==> src/lpsc_pkg.sv <==
package lpsc_pkg;

  localparam int STORE_DEPTH = 4096;
  localparam int ADDR_W      = $clog2(STORE_DEPTH);
  localparam int CNT_W       = $clog2(STORE_DEPTH + 1);

  localparam int QUEUE_DEPTH = 4;
  localparam int QPTR_W      = $clog2(QUEUE_DEPTH);
  localparam int QCNT_W      = $clog2(QUEUE_DEPTH + 1);

  localparam logic CMD_LOAD  = 1'b0;
  localparam logic CMD_DRAIN = 1'b1;

  localparam logic [1:0] MARK_COPY = 2'd0;
  localparam logic [1:0] MARK_ZERO = 2'd1;
  localparam logic [1:0] MARK_ONE  = 2'd2;

  localparam int ENTRY_W = 10;

  typedef struct packed {
    logic [7:0] data;
    logic [1:0] mark;
    logic       end_of_packet;
    logic       converted;
    logic       overflowed;
  } queue_entry_t;

  typedef struct packed {
    logic         valid;
    queue_entry_t entry;
  } queue_push_t;

  typedef struct packed {
    logic [QCNT_W-1:0] count;
    logic              empty;
  } queue_status_t;

endpackage

==> src/lpsc_out_if.sv <==
interface lpsc_out_if;
  logic       valid;
  logic       ready;
  logic [7:0] out_byte;
  logic       end_of_packet;
  logic       converted;
  logic       overflowed;

  modport source (output valid, output out_byte, output end_of_packet, output converted,
                  output overflowed, input ready);
  modport sink (input valid, input out_byte, input end_of_packet, input converted,
                input overflowed, output ready);
endinterface

==> src/lpsc_back.sv <==
module lpsc_back (
  input  logic                    clk,
  input  logic                    rst,
  input  lpsc_pkg::queue_entry_t  head,
  input  lpsc_pkg::queue_status_t qstat,
  output logic                    pop,
  lpsc_out_if.source              out_ch
);
  import lpsc_pkg::*;

  logic [7:0] byte_value;

  // Length bytes are replaced only when the packet converts.
  always_comb begin
    byte_value = head.data;
    if (head.converted) begin
      case (head.mark)
        MARK_ZERO: byte_value = 8'h00;
        MARK_ONE:  byte_value = 8'h01;
        default:   byte_value = head.data;
      endcase
    end
  end

  assign pop = !qstat.empty && (!out_ch.valid || out_ch.ready);

  always_ff @(posedge clk) begin
    if (rst) begin
      out_ch.valid <= 1'b0;
    end else if (!out_ch.valid || out_ch.ready) begin
      out_ch.valid <= !qstat.empty;
    end
  end

  always_ff @(posedge clk) begin
    if (pop) begin
      out_ch.out_byte      <= byte_value;
      out_ch.end_of_packet <= head.end_of_packet;
      out_ch.converted     <= head.converted;
      out_ch.overflowed    <= head.overflowed;
    end
  end

endmodule

==> src/flat_wrapper.sv <==
// flat-port wrapper written by rule: the top's interface ports become plain ports
module lpsc_back_flat import lpsc_pkg::*;
  (clk, rst, head, qstat, pop, out_ch_valid, out_ch_out_byte, out_ch_end_of_packet, out_ch_converted, out_ch_overflowed, out_ch_ready);
  lpsc_out_if out_ch_i ();
  input  logic clk;
  input  logic rst;
  input  lpsc_pkg::queue_entry_t head;
  input  lpsc_pkg::queue_status_t qstat;
  output logic pop;
  output wire logic [$bits(out_ch_i.valid)-1:0] out_ch_valid;
  output wire logic [$bits(out_ch_i.out_byte)-1:0] out_ch_out_byte;
  output wire logic [$bits(out_ch_i.end_of_packet)-1:0] out_ch_end_of_packet;
  output wire logic [$bits(out_ch_i.converted)-1:0] out_ch_converted;
  output wire logic [$bits(out_ch_i.overflowed)-1:0] out_ch_overflowed;
  input wire logic [$bits(out_ch_i.ready)-1:0] out_ch_ready;
  assign out_ch_valid = out_ch_i.valid;
  assign out_ch_out_byte = out_ch_i.out_byte;
  assign out_ch_end_of_packet = out_ch_i.end_of_packet;
  assign out_ch_converted = out_ch_i.converted;
  assign out_ch_overflowed = out_ch_i.overflowed;
  assign out_ch_i.ready = out_ch_ready;
  lpsc_back u_core (.clk(clk), .rst(rst), .head(head), .qstat(qstat), .pop(pop), .out_ch(out_ch_i));
endmodule
==> config.mk <==
export PLATFORM = sky130hd
export DESIGN_NAME = lpsc_back_flat
export DESIGN_NICKNAME = d
export VERILOG_FILES = /design/src/lpsc_pkg.sv /design/src/lpsc_out_if.sv /design/src/lpsc_back.sv /design/src/flat_wrapper.sv
export SDC_FILE = /design/constraint.sdc
export NUM_CORES = 1
export LEC_CHECK = 0
export BUFFER_PORTS_ARGS = -buffer_cell sky130_fd_sc_hd__buf_4
export CAP_MARGIN = 10
export CORE_AREA = 3 3 40 42
export CTS_CLUSTER_DIAMETER = 100
export DETAILED_ROUTE_END_ITERATION = 8
export DIE_AREA = 0 0 43 45
export GPL_ROUTABILITY_DRIVEN = 1
export PLACE_DENSITY = 0.7
export SETUP_SLACK_MARGIN = 0.02
export SLEW_MARGIN = 10
export SYNTH_ARGS = -nofsm -noshare
export SYNTH_HDL_FRONTEND = slang
export SYNTH_SLANG_ARGS = --single-unit
export TNS_END_PERCENT = 30
==> constraint.sdc <==
create_clock -name clk -period 2.7 [get_ports clk]
set_input_delay 0.54 -clock clk [delete_from_list [all_inputs] [get_ports clk]]
set_output_delay 0.54 -clock clk [all_outputs]
set_load 0.03 [all_outputs]
======== Word-level counts from Yosys, hierarchy flattened ========
Index checks and enable logic that the tools add are counted.
storage, ports and cells
  logic and storage cells ................. 13
  output and inout bits ................... 13
  bits in registers ....................... 12
cells by class
  equal/unequal tests ..................... 2
  reductions and logical operators ........ 4
  multiplexer cells ....................... 2
operator list
  cell                                                                    count
  8-bit case mux with 2 select lines                                      1
  8-bit 2-to-1 mux                                                        1
  2-bit by 1-bit equality test with 1-bit output (second input constant)  1
  2-bit equality test (second input constant)                             1
  1-bit zero test                                                         2
  1-bit logical AND                                                       1
  1-bit logical OR                                                        1

======== Depth between registers and ports, before layout ========
  word-level depth ........................ 3
  depth in mapped cells ................... 4
  depth with buffers taken out ............ 4

======== Worst setup path before layout ========
Ideal clock, no wire load.
  kind .................................... input-to-output
  start point ............................. input port out_ch_ready
  end point ............................... output port pop
  arrival ................................. 1.580 ns
  setup slack ............................. 0.580 ns
  stages .................................. 2
  cells stage by stage .................... nand2b_1 nor2b_1
between the ends
  word-level cells in the longest chain between the ends .. 2
ends and longest elaborated chain
  item               line                text
  from (decl)        flat_wrapper.sv:15  input wire logic [$bits(out_ch_i.ready)-1:0] out_ch_ready;
  1-bit logical OR   lpsc_back.sv:25     assign pop = !qstat.empty && (!out_ch.valid || out_ch.ready);
  1-bit logical AND  lpsc_back.sv:25
  to (decl)          flat_wrapper.sv:9   output logic pop;
Every way passes these cells.

======== Final worst setup path ========
Ends and elaborated chain as after synthesis.

==> key figures <==
Timing
  – Max-slew violation count: 0
  – Min cycle time layout: 1.64 ns
  – Clk_skew: 0.00428 ns
  – Setup TNS: 0 ns
  – Setup violators final: 0
  – Worst slew pin tran: 0.163 ns
  – Fmax: 610 MHz
  – Setup repair after global routing missed its margin: false
  – Hold Vio Cnt, Final: 0
  – Fin crit share: 0.607
  – Slew HR: 0.891

Logic synthesis
  – Syn nets: 47
  – Share of the synthesized area in the top cell type: 0.710
  – Top post-synthesis cells by area: edfxtp_1 71%, and2_2 11%, dfxtp_1 4.3%
  – Post-synth top area cell: edfxtp_1
  – Post-Synthesis Cells: 26
  – Post-synthesis sequential area ratio: 0.753
  – Synth Warn #: 0
  – Synth cell types: 10
  – Flops & latches, synth: 12
  – Post-Syn Area: 465 um2
  – Avg Inst Size Synth: 17.9 um2

Pwr
  – Max IR drop VDD: 0.238 mV
  – Pwr Density: 566 nW/um2
  – Leak: 0.334 nW
  – Final Power: 0.417 mW

Global routing
  – Initial antenna violation count: 0
  – First-pass GRT wire length: 1.39 mm
  – Largest net degree at the start of global routing: 12
  – Global route overflow: 0
  – Gr usage total: 0.103
  – Vias in the first global route: 321

Layout
  – Area delta synth->final: 58.1%
  – Share of cells above drive strength 1: 0.700
  – # fillers: 108
  – ANT cells: 0
  – Nets: 82
  – Non-Filler Instances: 75

Drt
  – DR pass1 iterations: 2
  – Via count: 322
  – Vias per Instance: 4.29
  – Drt drc: 0
  – Detailed Route WL: 853 um
  – ANT nets after route: 0
  – Wire per inst: 11.4 um
  – DR iter-0 viols: 3

Die
  – Starting Density: 0.362
  – I/O pins: 33
  – Die Y: 45 um
  – Core footprint: 1280 um2
  – Die Width: 43 um
  – Row Count: 13
  – Die area: 1940 um2

Critical path
  – Largest fanout on the critical path: 2
  – Worst Setup Path Type: in -> out
  – Crit path DAT: 1.10 ns
  – FF-to-FF path depth: 3
  – Crit path required time: 2.16 ns
  – CP Launch Type: input pin
  – Worst Setup End Kind: output port

Clock network
  – Clock H-tree levels: 1
  – Post-CTS Hold Fix Bufs: 0
  – Clock tree buffer depth: 2
  – Clk Latency, worst-skew pair: 0.26 ns
  – Num CTS Buffers: 3
  – CTS tree: yes
  – Root Buffer: clkbuf_4
  – Post-CTS setup buffers: 0
  – Clk sinks: 12
  – Clk slew on worst S/H paths: 0.07 ns
  – Post-CTS Resized: 0

Flow run
  – Max_cap viols: 0

Worst hold path
  – Hold Crit Class: in -> reg
  – Worst Hold Path Cells: 2

Placement
  – Dpl hpwl: 720 um
  – Final Wtd Congestion: 0.605
  – Port Buffers: 29
  – Placed cell count: 71

Status
  – Status: finished, final reports clean
==> cells in the mapped netlist (all sizes together) <==
master,count
a21oi,1
and2,7
dfxtp,1
edfxtp,11
ha,1
inv,1
mux2,1
nand2b,2
nor2b,1
==> worst max-delay path: stages <==
cell	delay (ns)
buf_4	0.10
nand2b_1	0.14
nor2b_1	0.15
buf_4	0.17
==> where the power goes <==
group	total (mW)	switching [mW]	internal (mW)	leakage [nW]
clock network	0.107	0.0536	0.0533	0.0154
registers	0.222	0.00353	0.218	0.116
logic	0.0880	0.0449	0.0430	0.203
==> metal layers <==
metal	share of wire	up-vias	track usage
li1	-	161	-
met1	0.37	148	0.107
met2	0.57	13	0.174
met3	0.061	0	0.0279
met4	0	0	0.0904
met5	0	-	0
==> final timing paths <==
path                          endpoint  slack [ns]                start
max reg2reg  u_core.out_ch.out_byte[0]        1.60  u_core.out_ch.valid
max                                pop        1.06         out_ch_ready
min                u_core.out_ch.valid        0.43                  rst
min reg2reg        u_core.out_ch.valid        0.50  u_core.out_ch.valid
==> layout make-up <==
class / count / area [um2] / share of cell area
well taps: 15 / 18.8 / 0.0255
multi-input cells: 13 / 111 / 0.151
flip-flops and latches: 12 / 350 / 0.476
clock buffers: 3 / 22.5 / 0.0306
clock inverters: 1 / 3.75 / 0.00510
inverters: 1 / 3.75 / 0.00510
repair buffers: 30 / 225 / 0.306
==> logic make-up (layout without fill, tap and decap cells) <==
kind of cell,count (synthesis),count (layout),share of synthesized area
compound gates,1,1,0.0107
fa+ha+maj,1,1,0.0269
flops,12,12,0.753
buf+inv,1,35,0.00806
mux,1,1,0.0322
simple gates,10,10,0.169
==> sequential cells by signal, indices dropped and copies added, names as in the netlist <==
signal / flops
u_core.out_ch.out_byte: 8
u_core.out_ch.overflowed: 1
u_core.out_ch.converted: 1
u_core.out_ch.valid: 1
u_core.out_ch.end_of_packet: 1
==> metrics by stage <==
stage          worst slack (ns)  hold WS, ns  cell area (um2)   util
2_1_floorplan             0.580        0.608              465      -
3_3_place_gp               1.06        0.479              709  0.552
3_5_place_dp               1.04        0.485              709  0.552
4_1_cts                    1.06        0.421              736  0.573
5_1_grt                    1.00        0.425              736  0.573
6_report                   1.06        0.427              736  0.573
==> placed cells by master, fill, tap and decap left out <==
master	Yosys	routed
a21oi_1	1	1
and2_2	7	7
buf_4	0	30
clkbuf_4	0	3
clkinv_1	0	1
dfxtp_1	1	1
edfxtp_1	11	11
ha_1	1	1
inv_1	1	1
mux2_4	1	1
nand2b_1	1	1
nand2b_4	1	1
nor2b_1	1	1
No activity file was read; power rests on OpenSTA's default activity.
