--- config.mk ---
export PLATFORM = sky130hd
export DESIGN_NAME = lpsc_queue
export DESIGN_NICKNAME = d
export VERILOG_FILES = /design/src/lpsc_pkg.sv /design/src/lpsc_queue.sv
export SDC_FILE = /design/constraint.sdc
export NUM_CORES = 1
export LEC_CHECK = 0
export BUFFER_PORTS_ARGS = -buffer_cell sky130_fd_sc_hd__buf_2
export CAP_MARGIN = 20
export CELL_PAD_IN_SITES_DETAIL_PLACEMENT = 1
export CELL_PAD_IN_SITES_GLOBAL_PLACEMENT = 1
export CORE_UTILIZATION = 40
export DETAILED_ROUTE_END_ITERATION = 10
export GPL_TIMING_DRIVEN = 0
export PLACE_DENSITY = 0.72
export SETUP_SLACK_MARGIN = 0.1
export SLEW_MARGIN = 20
export SYNTH_ARGS = -nofsm -noshare
export SYNTH_HDL_FRONTEND = slang
export SYNTH_SLANG_ARGS = --single-unit
--- constraint.sdc ---
create_clock -name clk -period 1.6 [get_ports clk]
set_clock_uncertainty 0.05 [all_clocks]
set_input_delay 0 -clock clk [delete_from_list [all_inputs] [get_ports clk]]
set_output_delay 0 -clock clk [all_outputs]
set_load 0.01 [all_outputs]
--- src/lpsc_pkg.sv ---
package lpsc_pkg;

  localparam int STORE_DEPTH = 4096;
  localparam int ADDR_W      = $clog2(STORE_DEPTH);
  localparam int CNT_W       = $clog2(STORE_DEPTH + 1);

  localparam int QUEUE_DEPTH = 4;
  localparam int QPTR_W      = $clog2(QUEUE_DEPTH);
  localparam int QCNT_W      = $clog2(QUEUE_DEPTH + 1);

  localparam logic CMD_LOAD  = 1'b0;
  localparam logic CMD_DRAIN = 1'b1;

  localparam logic [1:0] MARK_COPY = 2'd0;
  localparam logic [1:0] MARK_ZERO = 2'd1;
  localparam logic [1:0] MARK_ONE  = 2'd2;

  localparam int ENTRY_W = 10;

  typedef struct packed {
    logic [7:0] data;
    logic [1:0] mark;
    logic       end_of_packet;
    logic       converted;
    logic       overflowed;
  } queue_entry_t;

  typedef struct packed {
    logic         valid;
    queue_entry_t entry;
  } queue_push_t;

  typedef struct packed {
    logic [QCNT_W-1:0] count;
    logic              empty;
  } queue_status_t;

endpackage

--- src/lpsc_queue.sv ---
module lpsc_queue (
  input  logic                    clk,
  input  logic                    rst,
  input  lpsc_pkg::queue_push_t   push,
  input  logic                    pop,
  output lpsc_pkg::queue_entry_t  head,
  output lpsc_pkg::queue_status_t qstat
);
  import lpsc_pkg::*;

  queue_entry_t      slots [QUEUE_DEPTH];
  logic [QPTR_W-1:0] wr_ptr, rd_ptr;
  logic [QCNT_W-1:0] count, count_next;

  always_comb begin
    count_next = count;
    if (push.valid && !pop) begin
      count_next = count + QCNT_W'(1);
    end else if (!push.valid && pop) begin
      count_next = count - QCNT_W'(1);
    end
  end

  always_ff @(posedge clk) begin
    if (rst) begin
      wr_ptr <= '0;
      rd_ptr <= '0;
      count  <= '0;
    end else begin
      if (push.valid) begin
        wr_ptr <= wr_ptr + QPTR_W'(1);
      end
      if (pop) begin
        rd_ptr <= rd_ptr + QPTR_W'(1);
      end
      count <= count_next;
    end
  end

  always_ff @(posedge clk) begin
    if (push.valid) begin
      slots[wr_ptr] <= push.entry;
    end
  end

  assign head        = slots[rd_ptr];
  assign qstat.count = count;
  assign qstat.empty = (count == '0);

endmodule

## Word level (Yosys, flattened, before mapping)

Memory sizes are Yosys's and may differ from the RTL's. A register that Yosys moved wholly into a read port is not among the register bits.
Index checks and enable logic that the tools add are counted.

- Flip-flop bits (word level): 7
- RAM bits: 52
- Output and inout bits: 17
- Logic and storage cells: 20
- Memories: 1

Memories:

| memory | depth | width | rd ports | clocked after Yosys merged registers in | wr ports | RTL line | source |
|---|---|---|---|---|---|---|---|
| slots | 4 | 13 | 1 | 1 | 1 | lpsc_queue.sv:11 | `queue_entry_t slots [QUEUE_DEPTH];` |

- $add $sub $neg: 4
- Mux-type cells: 6
- Reductions and logical operators: 6

Operator list:

| cell | count |
|---|---|
| $mux W3 | 2 |
| $add A2 B1 Y2 const B | 2 |
| $mux W2 | 2 |
| $add A3 B1 Y3 const B | 1 |
| $logic_not A3 Y1 | 1 |
| $sub A3 B1 Y3 const B | 1 |
| $logic_and A1 B1 Y1 | 2 |
| $logic_not A1 Y1 | 2 |
| $mux W1 | 2 |
| $reduce_bool A2 Y1 | 1 |

## Depth between registers and ports, before layout

Gate-level depths: netlist of run 1.

- Depth after elaboration: 4
- Gate-level depth with buffers: 7
- Depth with buffers taken out: 7

## Worst setup path after synthesis of run 1

No wires, ideal clock.

- Path type: register to register
- From: register count[0]
- To: register count[2]
- Setup time: 0.070 ns
- Arrival: 1.358 ns
- Slack: 0.122 ns
- Cell stages (with the launch flop): 5
- Cells stage by stage: dfxtp_1 fa_1 xor2_1 or3_1 a21oi_1

- Cells in the longest elaborated chain, start to end: 3
- Elaborated cells between the ends (all ways): 4
- Classes of those cells: add/sub: 2; mux: 2

Ends and longest elaborated chain:

| item | RTL line | source |
|---|---|---|
| start, declared | lpsc_queue.sv:13 | `logic [QCNT_W-1:0] count, count_next;` |
| start signal, assigned | lpsc_queue.sv:36 | `count <= count_next;` |
| $sub A3 B1 Y3 | lpsc_queue.sv:20 | `count_next = count - QCNT_W'(1);` |
| $mux W3 | lpsc_queue.sv:19 | `end else if (!push.valid && pop) begin` |
| $mux W3 * | lpsc_queue.sv:17 | `if (push.valid && !pop) begin` |

Every way passes the cells marked *; elsewhere a longest branch is shown, timed or not. The select of a mux whose other input is x is not followed.
A chain may end at the register's enable or synchronous reset.

==> flow_metrics.py, run 1 <==
metrics = {
    "outcome": {
        "status": "complete, no violations",
    },
    "place": {
        "place_congestion": 0.637,
        "dp_hpwl_um": 2730,
        "port_buffers": 32,
    },
    "critical_path": {
        "crit_required_ps": 1550,
        "r2r_cells": 4,
        "cp-start-kind": "flip-flop",
        "crit_fanout": 5,
        "cp-end-kind": "output pin",
        "worst-setup-path-type": "flip-flop to output pin",
        "worstPathArrival_ps": 1530,
        "r2r_setup_slack_ps": 130,
    },
    "yosys": {
        "synth_top_cell_by_area": "edfxtp_1",
        "synthAdderAreaFrac": 0.0359,
        "synthDistinctLibCells": 20,
        "syn-cell-area_um2": 2300,
        "synth-compound-area-share": 0.00435,
        "syn_area_per_cell_um2": 20.9,
        "synth_ff_type": "edfxtp_1",
        "synth-seq-cells": 61,
        "ys_seq_area_frac": 0.756,
        "synth-edff-count": 52,
        "synth-simple-area-share": 0.0288,
        "synth.area.top_cells": "edfxtp_1 68%, mux4_2 9.8%, dfxtp_1 7.8%, mux4_1 3.4%, ha_1 2.7%",
        "syn-num-nets": 133,
        "synthCells": 110,
        "async_reset_ff_frac": 0,
        "synth_top_family_by_area": "multiplexers",
        "synth_warnings": 0,
        "synth_top_area_frac": 0.678,
        "synth-xor-area-share": 0.0190,
        "synth_mux_area_frac": 0.141,
        "synth_most_common_cell": "edfxtp_1",
        "synth_common_cells": "52 x edfxtp_1, 10 x mux4_2, 9 x dfxtp_1",
    },
    "timing": {
        "setup_viol": 0,
        "rsz0062_at_grt": "true",
        "finalCriticalPeriod_ps": 1580,
        "drv_slew": 0,
        "max_slew_margin": 0.745,
        "hold-worst-slack_ps": 167,
        "tns_ps": 0,
        "final_hold_viol_count": 0,
        "max_freq_mhz": 632,
        "tightestPinTransition_ps": 382,
        "timing.final.crit_share": 0.989,
    },
    "cts": {
        "cts_root_buf": "clkbuf_8",
        "cts_max_level": 3,
        "cts_tree": "done",
        "clock_latency_ps": 330,
        "cts.sinks": 61,
        "clkTransAtPathRegs_ps": 60,
        "numCtsBuffers": 9,
        "clock_path_buffers": 2,
    },
    "floorplanning": {
        "core_um2": 5540,
        "start_util": 0.416,
        "num_io_pins": 34,
        "die_area_um2": 6070,
        "die_h_um": 77.9,
        "rows": 27,
        "dieWidth_um": 77.9,
    },
    "cells_and_area": {
        "final_nets": 198,
        "n_antenna_cell": 0,
        "drive_above_1_share": 0.411,
        "syn2layout_area_growth_pct": 35.3,
        "fillerInstances": 502,
    },
    "pwr": {
        "p_total_w": 0.00404,
        "power_density_nw_per_um2": 1300,
        "power.leakage_nw": 1.14,
        "peakVddDrop_mv": 0.629,
    },
    "run": {
        "maxCapViolations": 0,
    },
    "detailed_routing": {
        "drt-total-wl_um": 4510,
        "num_vias": 1223,
        "dr.pass1.iters": 2,
        "drt-initial-drc-count": 77,
        "postRouteAntennaNets": 0,
        "drc": 0,
        "viasPerCell": 4.85,
        "wl_per_cell_um": 17.9,
    },
    "global_route": {
        "antenna_found_initial": 0,
        "grt_pass1_vias": 1410,
        "grt_max_degree": 14,
        "overflow": 0,
        "track_usage": 0.176,
        "grt_first_pass_wirelength_um": 7360,
    },
    "worst_hold_path": {
        "min_path_cells": 5,
        "hold_class": "primary input to flip-flop",
    },
}
[timing repair]
action | CTS | global route
setup buffers | 1 | 3
endpoints found under the hold margin | 61 | 0
hold buffers | 17 | 0
setup endpoints to repair | 66 | 14
cloned | 1 | 0
gates resized for setup | 23 | 7
[worst paths after layout]
| path | startpoint | to |
|---|---|---|
| min | pop | count[0] |
| min reg2reg | rd_ptr[1] | rd_ptr[1] |
| max reg2reg | count[0] | count[2] |
| max | flip-flop | head[7] |
[stage by stage]
stage	instances	util	worst slack, ps	area, µm²
floorplan	110	-	122	2300
global route	252	0.563	-46.9	3120
CTS	249	0.553	-22.7	3070
finish	252	0.563	17.4	3120
detailed placement	214	0.461	-62.7	2550
global placement	214	0.461	47.4	2550
[power by group]
part | internal [W] | switching (W)
registers | 0.00182 | 0.0000510
logic | 0.000305 | 0.000230
clock network | 0.00107 | 0.000558
[per-layer routing]
metal	global-route usage	vias up	wire, µm
li1	-	559	-
met1	0.181	624	1760
met2	0.313	33	2490
met3	0.0671	7	199
met4	0.0792	0	61
met5	0	-	0
[registers in the layout (all words and copies together), names as in the netlist, named ones only]
| name | flops |
|---|---|
| slots | 52 |
| count | 3 |
| rd_ptr | 2 |
| wr_ptr | 2 |
[critical path: stages, from the launching register on]
cell and delay (ps):
dfxtp_4 410, buf_12 130, mux4_2 520, buf_6 140
[area by class of cell]
cell class                      count  area, µm²  share of cell area
Timing Repair Buffer               54        467               0.150
Tap cell                           72       90.1              0.0289
Inverter                            4       15.0             0.00482
Buffer                              3       31.3              0.0100
Multi-Input combinational cell     42        523               0.168
Sequential cell                    61       1750               0.562
Clock buffer                       11        141              0.0454
Clock inverter                      5       98.8              0.0317
[cell usage in the layout, fill, tap and decap left out, types with 2 or more instances in the layout]
| cell type | instances |
|---|---|
| and2_2 | 4 |
| buf_2 | 20 |
| buf_4 | 4 |
| buf_6 | 13 |
| bufinv_16 | 3 |
| clkbuf_1 | 2 |
| clkbuf_8 | 10 |
| dfxtp_1 | 6 |
| dfxtp_4 | 2 |
| dlygate4sd3_1 | 17 |
| edfxtp_1 | 52 |
| ha_1 | 5 |
| inv_1 | 4 |
| mux2i_1 | 2 |
| mux4_2 | 13 |
| nor2_1 | 7 |
| xnor2_1 | 2 |
| xor2_1 | 3 |
[logic make-up (layout without fill, tap and decap cells)]
| group | Yosys count | after routing |
|---|---|---|
| mux | 15 | 15 |
| compound gates | 2 | 2 |
| buf+inv | 7 | 77 |
| fa+ha+maj | 6 | 6 |
| xor+xnor | 5 | 5 |
| simple gates | 14 | 14 |
| flops | 61 | 61 |
Power figures use the tool's default switching activity.
==> run 2, diff against run 1 <==
CORE_UTILIZATION = 48   (was 40)
CTS_CLUSTER_SIZE = 14   (was unset)
MAX_ROUTING_LAYER = met4   (was unset)
PLACE_DENSITY = 0.83   (was 0.72)
==> flow_metrics.py, run 2 (synthesis gave the netlist of run 1 again) <==
metrics = {
    "outcome": {
        "status": "finished with violations",
        "violations": "design-rule violations",
    },
    "detailed_routing": {
        "drt-total-wl_um": 4530,
        "num_vias": 1196,
        "drc": 2,
        "postRouteAntennaNets": 0,
        "viasPerCell": 5.20,
        "drt-initial-drc-count": 54,
        "wl_per_cell_um": 19.7,
        "dr.pass1.iters": 7,
    },
    "cts": {
        "numCtsBuffers": 9,
        "clock_latency_ps": 330,
        "cts_root_buf": "clkbuf_8",
        "cts_tree": "done",
        "cts.sinks": 61,
        "cts_max_level": 3,
        "clkTransAtPathRegs_ps": 60,
        "clock_path_buffers": 2,
    },
    "floorplanning": {
        "core_um2": 4470,
        "rows": 24,
        "dieWidth_um": 71.3,
        "die_area_um2": 5080,
        "die_h_um": 71.3,
        "num_io_pins": 34,
        "start_util": 0.515,
    },
    "critical_path": {
        "crit_required_ps": 1550,
        "r2r_end": "count[2]",
        "r2r_setup_slack_ps": 130,
        "worst-setup-path-type": "flip-flop to output pin",
        "crit_chain": "clkbuf_16 -> mux4_2 -> buf_6",
        "reg2reg_from": "count[0]",
        "crit_fanout": 5,
        "cpPeakStageDelay_ps": 500,
        "cpLargestDelayFamily": "multiplexers",
        "cp-end-kind": "output pin",
        "r2r_cells": 4,
        "cp-start-kind": "flip-flop",
        "crit_slowest_cell": "mux4_2",
        "worstPathArrival_ps": 1540,
        "critPathBufInv": 2,
    },
    "place": {
        "port_buffers": 32,
        "place_ws_ps": -32.6,
        "dp_hpwl_um": 2750,
        "place_congestion": 0.622,
    },
    "global_route": {
        "grt_first_pass_wirelength_um": 6840,
        "antenna_found_initial": 0,
        "grt_max_degree": 14,
        "grt_pass1_vias": 1334,
        "track_usage": 0.201,
        "overflow": 0,
    },
    "timing": {
        "tns_ps": 0,
        "max_freq_mhz": 630,
        "rsz0062_at_grt": "true",
        "max_slew_margin": 0.738,
        "setup_viol": 0,
        "finalCriticalPeriod_ps": 1590,
        "final_hold_viol_count": 0,
        "hold-worst-slack_ps": 29.3,
        "tightestPinTransition_ps": 392,
        "drv_slew": 0,
        "timing.final.crit_share": 0.992,
        "setup_slack_ps": 12.9,
    },
    "pwr": {
        "peakVddDrop_mv": 0.929,
        "power_density_nw_per_um2": 1200,
        "p_total_w": 0.00363,
        "power.leakage_nw": 1.11,
    },
    "cells_and_area": {
        "top_regs": "slots x52, count x3",
        "largest_reg_flops": 52,
        "layout_common_cells": "52 x edfxtp_1, 21 x buf_2, 17 x dlygate4sd3_1",
        "syn2layout_area_growth_pct": 31.3,
        "utilization": 0.676,
        "final_nets": 196,
        "drive_above_1_share": 0.399,
        "final_common_cell": "edfxtp_1",
        "n_antenna_cell": 0,
        "top_register": "slots",
    },
    "worst_hold_path": {
        "hold_class": "primary input to flip-flop",
        "min_path_cells": 4,
        "min_to": "rd_ptr[1]",
        "min_from": "pop",
    },
    "run": {
        "maxCapViolations": 0,
    },
}
[run 2: cell types whose count changed in the layout (fill, tap and decap cells not counted), moves of 2 or more]
cell / change
buf_6: -2
bufinv_16: -3
mux4_1: +2
mux4_2: -2
clkbuf_8: +2
clkbuf_1: +2
[run 2: through the flow]
stage,instance area [µm²],std cells
floorplan,2300,110
detailed placement,2530,194
finish,3020,230
CTS,2970,228
global route,3020,230
global placement,2530,194
[run 2: layout make-up]
type                    count  area [µm²]
well taps                  52        65.1
plain buffers               3        31.3
clock buffers              15         176
inverters                   4        15.0
fillers                   359        1450
flip-flops and latches     61        1750
clock inverters             1        5.00
multi-input cells          42         539
repair buffers             52         439
[run 2: power by group]
group          switching [W]  leakage [nW]  internal [W]
registers          0.0000478         0.554       0.00182
clock network       0.000544        0.0937      0.000689
logic               0.000236         0.464      0.000293
total               0.000828          1.11       0.00281
[run 2: tightest hold or removal path: cells and delay by family]
| family | cells | cell delay, ps |
|---|---|---|
| and+or+nand+nor | 2 | 190 |
| buffers and inverters | 1 | 110 |
| xor gates and xnor gates | 1 | 60 |
[run 2: worst max path at each step]
stage	startpoint	end	slack [ps]	cells past startpoint
floorplan	count[0]	count[2]	120	4
global placement	wr_ptr[0]	slots[0][12]	50	3
detailed placement	wr_ptr[0]	slots[2][12]	-30	3
CTS	flip-flop	head[9]	-10	3
global route	flip-flop	head[11]	-50	3
finish	flip-flop	head[6]	10	3
[run 2: layer usage]
metal  GRT usage  share of wire
met1       0.214           0.41
met2       0.353           0.54
met3      0.0464          0.042
met4       0.100         0.0075
met5           -              0
[run 2: what timing repair did]
action / 4_1_cts / 5_1_grt
setup buffers: 1 / 1
setup endpoints to repair: 66 / 13
hold endpoints to repair: 57 / 0
pin swaps: 3 / 3
gates resized for setup: 22 / 6
cloned: 0 / 1
hold buffers: 17 / 0
